File: config.mk
export PLATFORM = sky130hd
export DESIGN_NAME = skts_gain
export DESIGN_NICKNAME = d
export VERILOG_FILES = /design/src/hw/rtl/skts_pkg.sv /design/src/hw/rtl/skts_gain.sv
export SDC_FILE = /design/constraint.sdc
export NUM_CORES = 1
export LEC_CHECK = 0
export ABC_CLOCK_PERIOD_IN_PS = 25700
export BUFFER_PORTS_ARGS = -buffer_cell sky130_fd_sc_hd__clkbuf_2
export CAP_MARGIN = 15
export CORE_ASPECT_RATIO = 1.2
export CORE_MARGIN = 4
export CORE_UTILIZATION = 35
export DETAILED_ROUTE_END_ITERATION = 8
export GPL_ROUTABILITY_DRIVEN = 1
export HOLD_SLACK_MARGIN = 0.06
export PLACE_DENSITY_LB_ADDON = 0.1
export SYNTH_ARGS = -nofsm -noshare
export SYNTH_HDL_FRONTEND = slang
export SYNTH_SLANG_ARGS = --single-unit
export TNS_END_PERCENT = 30
File: constraint.sdc
create_clock -name clk -period 25.7 [get_ports clk]
set_input_delay 2.57 -clock clk [delete_from_list [all_inputs] [get_ports clk]]
set_output_delay 2.57 -clock clk [all_outputs]
set_load 0.005 [all_outputs]
File: src/hw/rtl/skts_pkg.sv
// Shared types and constants for the scalar Kalman trajectory smoother.
// No dependencies; used by skts_lane, skts_gain and the top level.
package skts_pkg;

  localparam int RegW   = 24;
  localparam int VarW   = 25;
  localparam int StepW  = 32;
  localparam int AccW   = 48;
  localparam int DiffW  = 49;
  localparam int CfgIdxW = 2;

  localparam logic [CfgIdxW-1:0] REG_PROCESS_NOISE     = 2'd0;
  localparam logic [CfgIdxW-1:0] REG_MEASUREMENT_NOISE = 2'd1;

  localparam logic signed [AccW-1:0]  Max48 = {1'b0, {(AccW-1){1'b1}}};
  localparam logic signed [AccW-1:0]  Min48 = {1'b1, {(AccW-1){1'b0}}};
  localparam logic signed [StepW-1:0] Max32 = {1'b0, {(StepW-1){1'b1}}};
  localparam logic signed [StepW-1:0] Min32 = {1'b1, {(StepW-1){1'b0}}};

  typedef struct packed {
    logic accept;
    logic diff;
    logic mult;
    logic update;
    logic first;
  } seq_ctrl_t;

endpackage

File: src/hw/rtl/skts_gain.sv
// Shared gain unit: error variance, predicted variance and restoring gain divider.
// Depends on skts_pkg.
module skts_gain #(
  parameter int FRAC_BITS = 16
) (
  input  logic                        clk,
  input  logic                        rst,
  input  skts_pkg::seq_ctrl_t         ctrl,
  input  logic [skts_pkg::RegW-1:0]   process_noise,
  input  logic [skts_pkg::RegW-1:0]   measurement_noise,
  output logic [FRAC_BITS:0]          gain,
  output logic                        busy
);

  localparam int VarW  = skts_pkg::VarW;
  localparam int DenW  = VarW + 1;
  localparam int CntW  = $clog2(FRAC_BITS + 2);
  localparam int PprodW = FRAC_BITS + 1 + VarW;
  localparam logic [CntW-1:0]      CntInit = CntW'(FRAC_BITS + 1);
  localparam logic [VarW-1:0]      OneVar  = VarW'(1) << FRAC_BITS;
  localparam logic [FRAC_BITS:0]   OneK    = {1'b1, {FRAC_BITS{1'b0}}};

  logic [VarW-1:0]    variance;
  logic [VarW-1:0]    pp;
  logic [DenW-1:0]    den;
  logic               den_zero;
  logic [DenW-1:0]    rem;
  logic [FRAC_BITS:0] quo;
  logic [CntW-1:0]    cnt;
  logic [PprodW-1:0]  pprod;

  logic [DenW-1:0]    pp_sum;
  logic [VarW-1:0]    pp_sat;
  logic [DenW-1:0]    den_next;
  logic               bit_in;
  logic [DenW:0]      trial;
  logic               ge;

  always_comb begin
    pp_sum   = {1'b0, variance} + DenW'(process_noise);
    pp_sat   = pp_sum[DenW-1] ? {VarW{1'b1}} : pp_sum[VarW-1:0];
    den_next = {1'b0, pp_sat} + DenW'(measurement_noise);
    bit_in   = (cnt == CntInit) ? pp[0] : 1'b0;
    trial    = {rem, bit_in};
    ge       = trial >= {1'b0, den};
    gain     = den_zero ? '0 : quo;
  end

  always_ff @(posedge clk) begin
    if (rst) begin
      variance <= OneVar;
      busy     <= 1'b0;
      cnt      <= '0;
    end else begin
      if (ctrl.diff && !ctrl.first) begin
        busy <= 1'b1;
        cnt  <= CntInit;
      end else if (busy) begin
        cnt <= cnt - CntW'(1);
        if (cnt == CntW'(1)) begin
          busy <= 1'b0;
        end
      end
      if (ctrl.update) begin
        variance <= ctrl.first ? OneVar : pprod[FRAC_BITS +: VarW];
      end
    end
  end

  always_ff @(posedge clk) begin
    if (ctrl.diff && !ctrl.first) begin
      pp       <= pp_sat;
      den      <= den_next;
      den_zero <= den_next == '0;
      rem      <= DenW'(pp_sat >> 1);
      quo      <= '0;
    end else if (busy) begin
      rem <= ge ? DenW'(trial - {1'b0, den}) : trial[DenW-1:0];
      quo <= {quo[FRAC_BITS-1:0], ge};
    end
    if (ctrl.mult) begin
      pprod <= PprodW'(OneK - gain) * PprodW'(pp);
    end
  end

endmodule

==> metrics.txt <==
critical path capture point type register; global-route wire length before repair 105400 um; CTS tree built; clock root buffer clkbuf_16; CP Launch Type input pin; Slowest-stage cell, CP nor3_1; Post-CTS Resized 0; H-tree Lvls 4; GRT Util Overall 19.26%; Mapped Cells 2573; final net count 3204; Final Cell Area 25130 um^2; #FFs+latches synth 151; Netlist cell types 65; clock buffers created by TritonCTS 17; relative slew slack 28.73%; status finished, final reports clean; worst-path cell chain clkbuf_2 > ha_1 > a211oi_1 > o21bai_1 > a21oi_1 > o31ai_1 > a211o_1 > a41oi_1 > o211a_1 > o21ai_2 > buf_4 > or2_2 > ha_1 > fa_1 > a211oi_1 > nor2_1 > xor2_1 > or4_1 > or4_1 > or4_1 > nor4_1 > nand4b_1 > or4b_1 > nor3_1; Post-Layout Cell Count 3431; worst min path class reg -> reg; drt drc 0; routed vias 17280; Initial Utilization 35.24%; Avg Inst Size Synth 9.002 um^2; Max Fclk 0.09962 GHz; CTS Hold Buffers Added 0; Layout area overhead 8.481%; Worst Tran Pin Value 1.069 ns; Max Cap Viol 0; vias in the first global route 19040; met3 WL 1796 um; register area share after synthesis 17.42%; minimum clock period after layout 10.04 ns; Std-Cell Rows 103; crit-path max cell delay 0.57 ns; Final Wtd Congestion 0.8426; Final Skew 0.01719 ns; RSZ-0062 raised after global routing no; Post-synth EDFFs 101; Cells after DPL 3397; vias per cell 5.037; DRT met1 WL 27180 um; initial antenna violation count 0; WL/cell 18.99 um; Worst-Skew Late Latency 0.46 ns; postcts setup bufs 0; Most common cell on crit path or4_1; final setup fails 0; ratio of final minimum period to clock period 39.06%; CP arrival 10.20 ns; area of the die 70370 um^2; GRT Residual Overflow 0; top_reg_cell synth edfxtp_1; CP Data Required Time 25.86 ns; Synth Warn # 0; final cell utilization of the core 38.23%; port buffer count 71; Die W 242.8 um; Post-Place Cell Area 24510 um^2; CP Class in -> reg; max-slew violations 0; pin count of the biggest net entering global routing 53; share of cells above drive strength 1 7.063%; Highest Signal Layer met4; critical path fanouts, max 43; critical path buffer and inverter count 2; core area 65730 um^2; chip height 289.8 um; clock-pin slew on the worst setup and hold paths 0.07 ns; Final Hold Viols 0; Detailed Route Iter0 Violations 779; ANT cells 0; antenna-violating nets left 0; Max Root-Sink Buffers 2; Fin Setup TNS 0 ns; syn nets 3199; first drt pass iteration count 5; DR WL met2 34290 um; clk sinks 151; Async SR Flop Fraction 0%; post-DP HPWL 50850 um; Total Wirelength 65160 um; family with the most delay on the worst path simple AND/OR/NAND/NOR gates; Cell Area, Synth 23160 um^2; Ports 73
## stage by stage
| stage | setup slack [ns] | hold slack (ns) |
|---|---|---|
| after floorplan | 17.07 | 0.4479 |
| after global placement | 15.00 | 0.4683 |
| after detailed placement | 15.07 | 0.4603 |
| after CTS | 15.53 | 0.4881 |
| after global routing | 15.06 | 0.5165 |
| final | 15.66 | 0.4807 |
## routing by layer
metal / track usage, % / vias to the layer above
li1: - / 8104
met4: 6.004 / 0
met2: 36.38 / 296
met5: 0 / -
met1: 23.25 / 8780
met3: 1.716 / 102
## cell usage in the layout, fill, tap and decap left out, types with 50 or more instances in the layout
master,Yosys,final
nor2_1,108,107
fa_1,370,370
clkbuf_2,0,71
and2_1,117,117
xnor2_1,67,61
a21oi_1,100,100
inv_1,491,490
nand2_1,388,388
ha_1,201,201
edfxtp_1,101,101
dfxtp_1,50,50
## cell families after synthesis
logic type / after synthesis / share of synthesized area, %
AOI/OAI and AO/OA: 306 / 8.460
xor gates and xnor gates: 106 / 4.008
and+or+nand+nor: 816 / 16.58
adders and majority gates: 571 / 42.84
DFF: 151 / 17.42
muxes: 21 / 0.9345
buffers and inverters: 602 / 9.756
## synthesized netlist by cell type (19+ instances only)
library cell	n	area, um^2
a21o_1	36	270.3
a21oi_1	100	500.5
a31oi_1	23	143.9
and2_1	117	732.0
clkbuf_1	93	349.1
dfxtp_1	50	1001
edfxtp_1	101	3033
fa_1	370	7407
ha_1	201	2515
inv_1	491	1843
mux2i_1	19	190.2
nand2_1	388	1456
nand2b_1	20	125.1
nor2_1	108	405.4
nor2b_1	50	312.8
nor3_1	37	185.2
o21ai_0	49	245.2
or2_2	29	181.4
xnor2_1	67	586.8
xor2_1	39	341.6
## layout make-up
class                      count  area, um^2
fill                        6772       40600
tap                          840        1051
multi-input combinational   1820       17050
sequential                   151        4034
clock buffer                  19       454.2
inverter                     491        1843
clock inverter                13       123.9
timing repair buffer          97       568.0
## sequential cells by signal, indices dropped and copies added, names as in the netlist
name,count
den_zero,1
pprod,25
cnt,5
pp,25
rem,26
variance,25
den,26
quo,17
busy,1
## worst register-to-register path: cells and delay by family (launching register included)
family          cells  cell delay, ns
fa+ha+maj           8            3.64
simple gates        6            1.75
compound gates      8            2.36
buf+inv             6            0.88
xor+xnor            2            0.23
flops               1            0.91
## path summary, 6_finish.rpt
path                                     startpoint                       end  slack, ns  cells after the start
worst max-delay path               process_noise[1]        den_zero$_DFFE_PP_      15.66                     24
worst min-delay path            pprod[24]$_DFFE_PP_  variance[8]$_SDFFE_PP0P_       0.48                      2
worst max register to register   den_zero$_DFFE_PP_       pprod[40]$_DFFE_PP_      15.69                     30
worst min register to register  pprod[24]$_DFFE_PP_  variance[8]$_SDFFE_PP0P_       0.48                      2
Power is left out: the tool's default activity adds up to more than one toggle a clock period on the data nets, which glitch-free logic cannot reach.
