--- config.mk ---
export PLATFORM = sky130hd
export DESIGN_NAME = skts_lane
export DESIGN_NICKNAME = d
export VERILOG_FILES = /design/src/hw/rtl/skts_pkg.sv /design/src/hw/rtl/skts_lane.sv
export SDC_FILE = /design/constraint.sdc
export NUM_CORES = 2
export LEC_CHECK = 0
export BUFFER_PORTS_ARGS = -buffer_cell sky130_fd_sc_hd__clkbuf_2
export CORE_UTILIZATION = 43
export CTS_CLUSTER_DIAMETER = 200
export DETAILED_ROUTE_END_ITERATION = 8
export PLACE_DENSITY = 0.64
export SLEW_MARGIN = 20
export SYNTH_ARGS = -nofsm -noshare
export SYNTH_HDL_FRONTEND = slang
export SYNTH_SLANG_ARGS = --single-unit
--- constraint.sdc ---
create_clock -name clk -period 16.3 [get_ports clk]
set_input_delay 0 -clock clk [delete_from_list [all_inputs] [get_ports clk]]
set_output_delay 0 -clock clk [all_outputs]
set_load 0.05 [all_outputs]
--- src/hw/rtl/skts_pkg.sv ---
// Shared types and constants for the scalar Kalman trajectory smoother.
// No dependencies; used by skts_lane, skts_gain and the top level.
package skts_pkg;

  localparam int RegW   = 24;
  localparam int VarW   = 25;
  localparam int StepW  = 32;
  localparam int AccW   = 48;
  localparam int DiffW  = 49;
  localparam int CfgIdxW = 2;

  localparam logic [CfgIdxW-1:0] REG_PROCESS_NOISE     = 2'd0;
  localparam logic [CfgIdxW-1:0] REG_MEASUREMENT_NOISE = 2'd1;

  localparam logic signed [AccW-1:0]  Max48 = {1'b0, {(AccW-1){1'b1}}};
  localparam logic signed [AccW-1:0]  Min48 = {1'b1, {(AccW-1){1'b0}}};
  localparam logic signed [StepW-1:0] Max32 = {1'b0, {(StepW-1){1'b1}}};
  localparam logic signed [StepW-1:0] Min32 = {1'b1, {(StepW-1){1'b0}}};

  typedef struct packed {
    logic accept;
    logic diff;
    logic mult;
    logic update;
    logic first;
  } seq_ctrl_t;

endpackage

--- src/hw/rtl/skts_lane.sv ---
// One axis lane: step selection, saturating trajectory, Kalman estimate, correction.
// Depends on skts_pkg.
module skts_lane #(
  parameter int FRAC_BITS = 16
) (
  input  logic                           clk,
  input  logic                           rst,
  input  skts_pkg::seq_ctrl_t            ctrl,
  input  logic                           motion_valid,
  input  logic signed [skts_pkg::StepW-1:0] step_in,
  input  logic [FRAC_BITS:0]             gain,
  output logic signed [skts_pkg::AccW-1:0]  est,
  output logic signed [skts_pkg::StepW-1:0] corrected
);

  localparam int ProdW = skts_pkg::DiffW + FRAC_BITS + 2;
  localparam int CorrW = skts_pkg::AccW + 2;

  logic signed [skts_pkg::StepW-1:0] last_good;
  logic signed [skts_pkg::StepW-1:0] step;
  logic signed [skts_pkg::AccW-1:0]  acc;
  logic signed [skts_pkg::DiffW-1:0] diff;
  logic signed [ProdW-1:0]           prod;

  logic signed [skts_pkg::StepW-1:0] step_sel;
  logic signed [skts_pkg::DiffW-1:0] acc_sum;
  logic signed [skts_pkg::AccW-1:0]  acc_next;
  logic signed [FRAC_BITS+1:0]       gain_s;
  logic signed [ProdW-1:0]           prod_next;
  logic signed [ProdW-1:0]           delta;
  logic signed [CorrW-1:0]           corr_sum;

  always_comb begin
    step_sel = motion_valid ? step_in : last_good;
    acc_sum  = {acc[skts_pkg::AccW-1], acc}
             + {{(skts_pkg::DiffW-skts_pkg::StepW){step_sel[skts_pkg::StepW-1]}}, step_sel};
    if (acc_sum[skts_pkg::DiffW-1] != acc_sum[skts_pkg::AccW-1]) begin
      acc_next = acc_sum[skts_pkg::DiffW-1] ? skts_pkg::Min48 : skts_pkg::Max48;
    end else begin
      acc_next = acc_sum[skts_pkg::AccW-1:0];
    end
    gain_s    = {1'b0, gain};
    prod_next = ProdW'(diff) * ProdW'(gain_s);
    delta     = prod >>> FRAC_BITS;
    corr_sum  = {{(CorrW-skts_pkg::StepW){step[skts_pkg::StepW-1]}}, step}
              + {{2{est[skts_pkg::AccW-1]}}, est}
              - {{2{acc[skts_pkg::AccW-1]}}, acc};
    if (corr_sum[CorrW-1:skts_pkg::StepW-1] != {(CorrW-skts_pkg::StepW+1){1'b0}} &&
        corr_sum[CorrW-1:skts_pkg::StepW-1] != {(CorrW-skts_pkg::StepW+1){1'b1}}) begin
      corrected = corr_sum[CorrW-1] ? skts_pkg::Min32 : skts_pkg::Max32;
    end else begin
      corrected = corr_sum[skts_pkg::StepW-1:0];
    end
  end

  always_ff @(posedge clk) begin
    if (rst) begin
      last_good <= '0;
      acc       <= '0;
      est       <= '0;
    end else begin
      if (ctrl.accept) begin
        if (motion_valid) begin
          last_good <= step_in;
        end
        acc <= acc_next;
      end
      if (ctrl.update) begin
        est <= ctrl.first ? '0 : est + delta[skts_pkg::AccW-1:0];
      end
    end
  end

  always_ff @(posedge clk) begin
    if (ctrl.accept) begin
      step <= step_sel;
    end
    if (ctrl.diff) begin
      diff <= {acc[skts_pkg::AccW-1], acc} - {est[skts_pkg::AccW-1], est};
    end
    if (ctrl.mult) begin
      prod <= prod_next;
    end
  end

endmodule

==> flow_summary.json <==
{
  "netlist_instances": 5325,
  "dieHeight_um": 333,
  "most-common-layout-cells": "1092 x inv_1, 805 x fa_1, 620 x nand2_1, 390 x and2_1, 335 x ha_1",
  "grt_max_degree": 97,
  "avgSynthCellArea_um2": 8.87,
  "placed_cells": 6687,
  "cts_tree": "yes",
  "worst_slew_margin_rel_pct": 22.6,
  "critPathKind": "reg2reg",
  "setup_violations": 0,
  "synth_area_um2": 47300,
  "rows": 121,
  "rsz0062_at_grt": "no",
  "finalMaxSlewViolations": 0,
  "final_common_cell": "inv_1",
  "numPortBuffers": 136,
  "hp-class": "in2reg",
  "max_freq_mhz": 118,
  "cp.arrival_ps": 8790,
  "grt_pass1_wl_mm": 212,
  "period_share_pct": 52.1,
  "required_ps": 16590,
  "fin_util_pct": 46.5,
  "startpoint_type": "register",
  "gp_congestion": 0.924,
  "clk_pin_slew_ps": 60,
  "drtIter0Drc": 2293,
  "yosys_most_used_dff": "edfxtp_1",
  "yosys_warnings": 0,
  "multiInputGateArea_um2": 35800,
  "fin_cells": 6786,
  "initial_utilization_pct": 43.4,
  "cts_buffers": 35,
  "nFillCells": 10512,
  "antenna_found_initial": 3,
  "status": "complete, no violations",
  "worstPathMaxFanout": 17,
  "core_um2": 109000,
  "path_cells": "and2_1 -> fa_1 -> inv_1 -> fa_1 -> fa_1 -> inv_1 -> fa_1 -> fa_1 -> inv_1 -> fa_1 -> inv_1 -> ha_1 -> nand4_1 -> nor3_1 -> and3_1 -> a22o_1 -> o21ai_1 -> a311oi_1 -> a41o_1 -> a221o_1 -> a211o_1 -> or3_1 -> a21oi_1 -> xnor2_1",
  "ys_async_sr_fraction_pct": 0,
  "vias_per_cell": 5.33,
  "dp_hpwl_mm": 101,
  "clock-sinks": 257,
  "max_stage_delay_ps": 760,
  "clockRootBuffer": "clkbuf_16",
  "clock_latency_ps": 560,
  "finalCriticalPeriod_ps": 8490,
  "ys_seq_area_share_pct": 13.6,
  "synth_fp_nets": 6522,
  "cap_viol_max_count": 0,
  "tightest_slew_ps": 1160,
  "nets": 6541,
  "clockBufferDepth": 3,
  "drive_above_1_share_pct": 5.59,
  "yosysUniqueCellTypes": 92,
  "regArea_um2": 6440,
  "fin_skew_ps": 39.8,
  "synth_seq_cells": 257,
  "worstSetupEndpointType": "register",
  "postRouteWirelength_mm": 131,
  "grt_pass1_vias": 37880,
  "grt_overflow": 0,
  "synthToLayoutAreaGrowth_pct": 7.15,
  "track_usage_pct": 24.2,
  "hold_viol_final": 0,
  "dr_total_vias": 36173,
  "htree_levels": 2,
  "post_drt_wl_per_cell_um": 19.3,
  "synth_edf_count": 129,
  "cpLargestDelayFamily": "adder cells",
  "drtAntennaViolNets": 0,
  "post-cts-setup-buffers": 0,
  "slowest_stage": "edfxtp_1",
  "critical_path_buf_inv_count": 4,
  "route.detailed.drc": 0,
  "pin_count": 137,
  "crit_path_frequent_cell": "fa_1",
  "first_pass_iters": 5,
  "die_area_um2": 111000,
  "final.setup.tns_ps": 0,
  "die_w_um": 333
}
final cells by class:
cell class	instances	area share (%)
antenna	1	0.00494
timing repair buffer	206	2.57
multi-input combinational	3751	70.8
clock buffer	56	2.23
tap	1414	3.49
clock inverter	8	0.114
inverter	1093	8.10
sequential	257	12.7
stage by stage:
stage                     area, um2  setup WS (ps)  hold slack (ps)
after detailed placement      49100           7910              362
after global placement        49100           7950              358
final                         50600           7810             78.0
after global routing          50600           7410             65.3
after CTS                     50600           7860             33.2
after floorplan               47300           9360              112
registers in the layout, indices dropped and copies added, names as in the netlist:
register / cells
last_good: 32
step: 32
est: 48
acc: 48
prod: 48
diff: 49
cells by family (layout without fill, tap and decap cells):
group | after synthesis | after routing | share of synthesized area [%]
flops | 257 | 257 | 13.6
compound gates | 865 | 865 | 12.4
simple gates | 1445 | 1445 | 14.6
fa+ha+maj | 1144 | 1144 | 43.1
xor+xnor | 229 | 229 | 4.29
buf+inv | 1317 | 1363 | 10.6
mux | 68 | 68 | 1.52
other cells | 0 | 1 | 0
layer usage:
| metal | vias to the layer above | GRT usage [%] | wire, um |
|---|---|---|---|
| li1 | 16740 | - | - |
| met1 | 18300 | 34.1 | 59600 |
| met2 | 985 | 40.0 | 60800 |
| met3 | 144 | 2.97 | 7410 |
| met4 | 4 | 5.21 | 2800 |
| met5 | - | 0 | 32 |
path summary, 6_finish.rpt:
check | start | endpoint | slack (ps) | cells after the start
max | diff[14]$_DFFE_PP_ | prod[63]$_DFFE_PP_ | 7810 | 24
min | ctrl[1] | est[0]$_SDFFE_PP0P_ | 80 | 3
max reg2reg | diff[14]$_DFFE_PP_ | prod[63]$_DFFE_PP_ | 7810 | 24
min reg2reg | last_good[1]$_SDFFE_PP0P_ | last_good[1]$_SDFFE_PP0P_ | 490 | 2
worst min-delay path: cells and delay by family:
kind	cells	cell delay, ps
buf+inv	1	310
simple gates	1	200
compound gates	1	70
Yosys cell counts (all sizes together), types with 31 or more instances:
library cell / number / area (um2)
inv: 1092 / 4100
clkbuf: 204 / 766
xnor2: 156 / 1370
a21oi: 228 / 1140
mux2i: 37 / 370
edfxtp: 129 / 3870
a21o: 132 / 991
nand2: 620 / 2330
nand3: 49 / 245
o21bai: 49 / 372
and2: 390 / 2440
xor2: 73 / 654
fa: 805 / 16100
o21a: 56 / 428
o21ai: 180 / 920
mux2: 31 / 349
ha: 335 / 4190
a311oi: 39 / 348
dfxtp: 128 / 2560
nor2: 224 / 841
what timing repair did:
action / CTS / global route
hold buffers: 34 / 0
endpoints found under the hold margin: 77 / 0
endpoints found under the setup margin: 0 / 0
gates resized for setup: 0 / 0
Power is left out: the tool's default activity adds up to more than one toggle a clock period on the data nets, which glitch-free logic cannot reach.
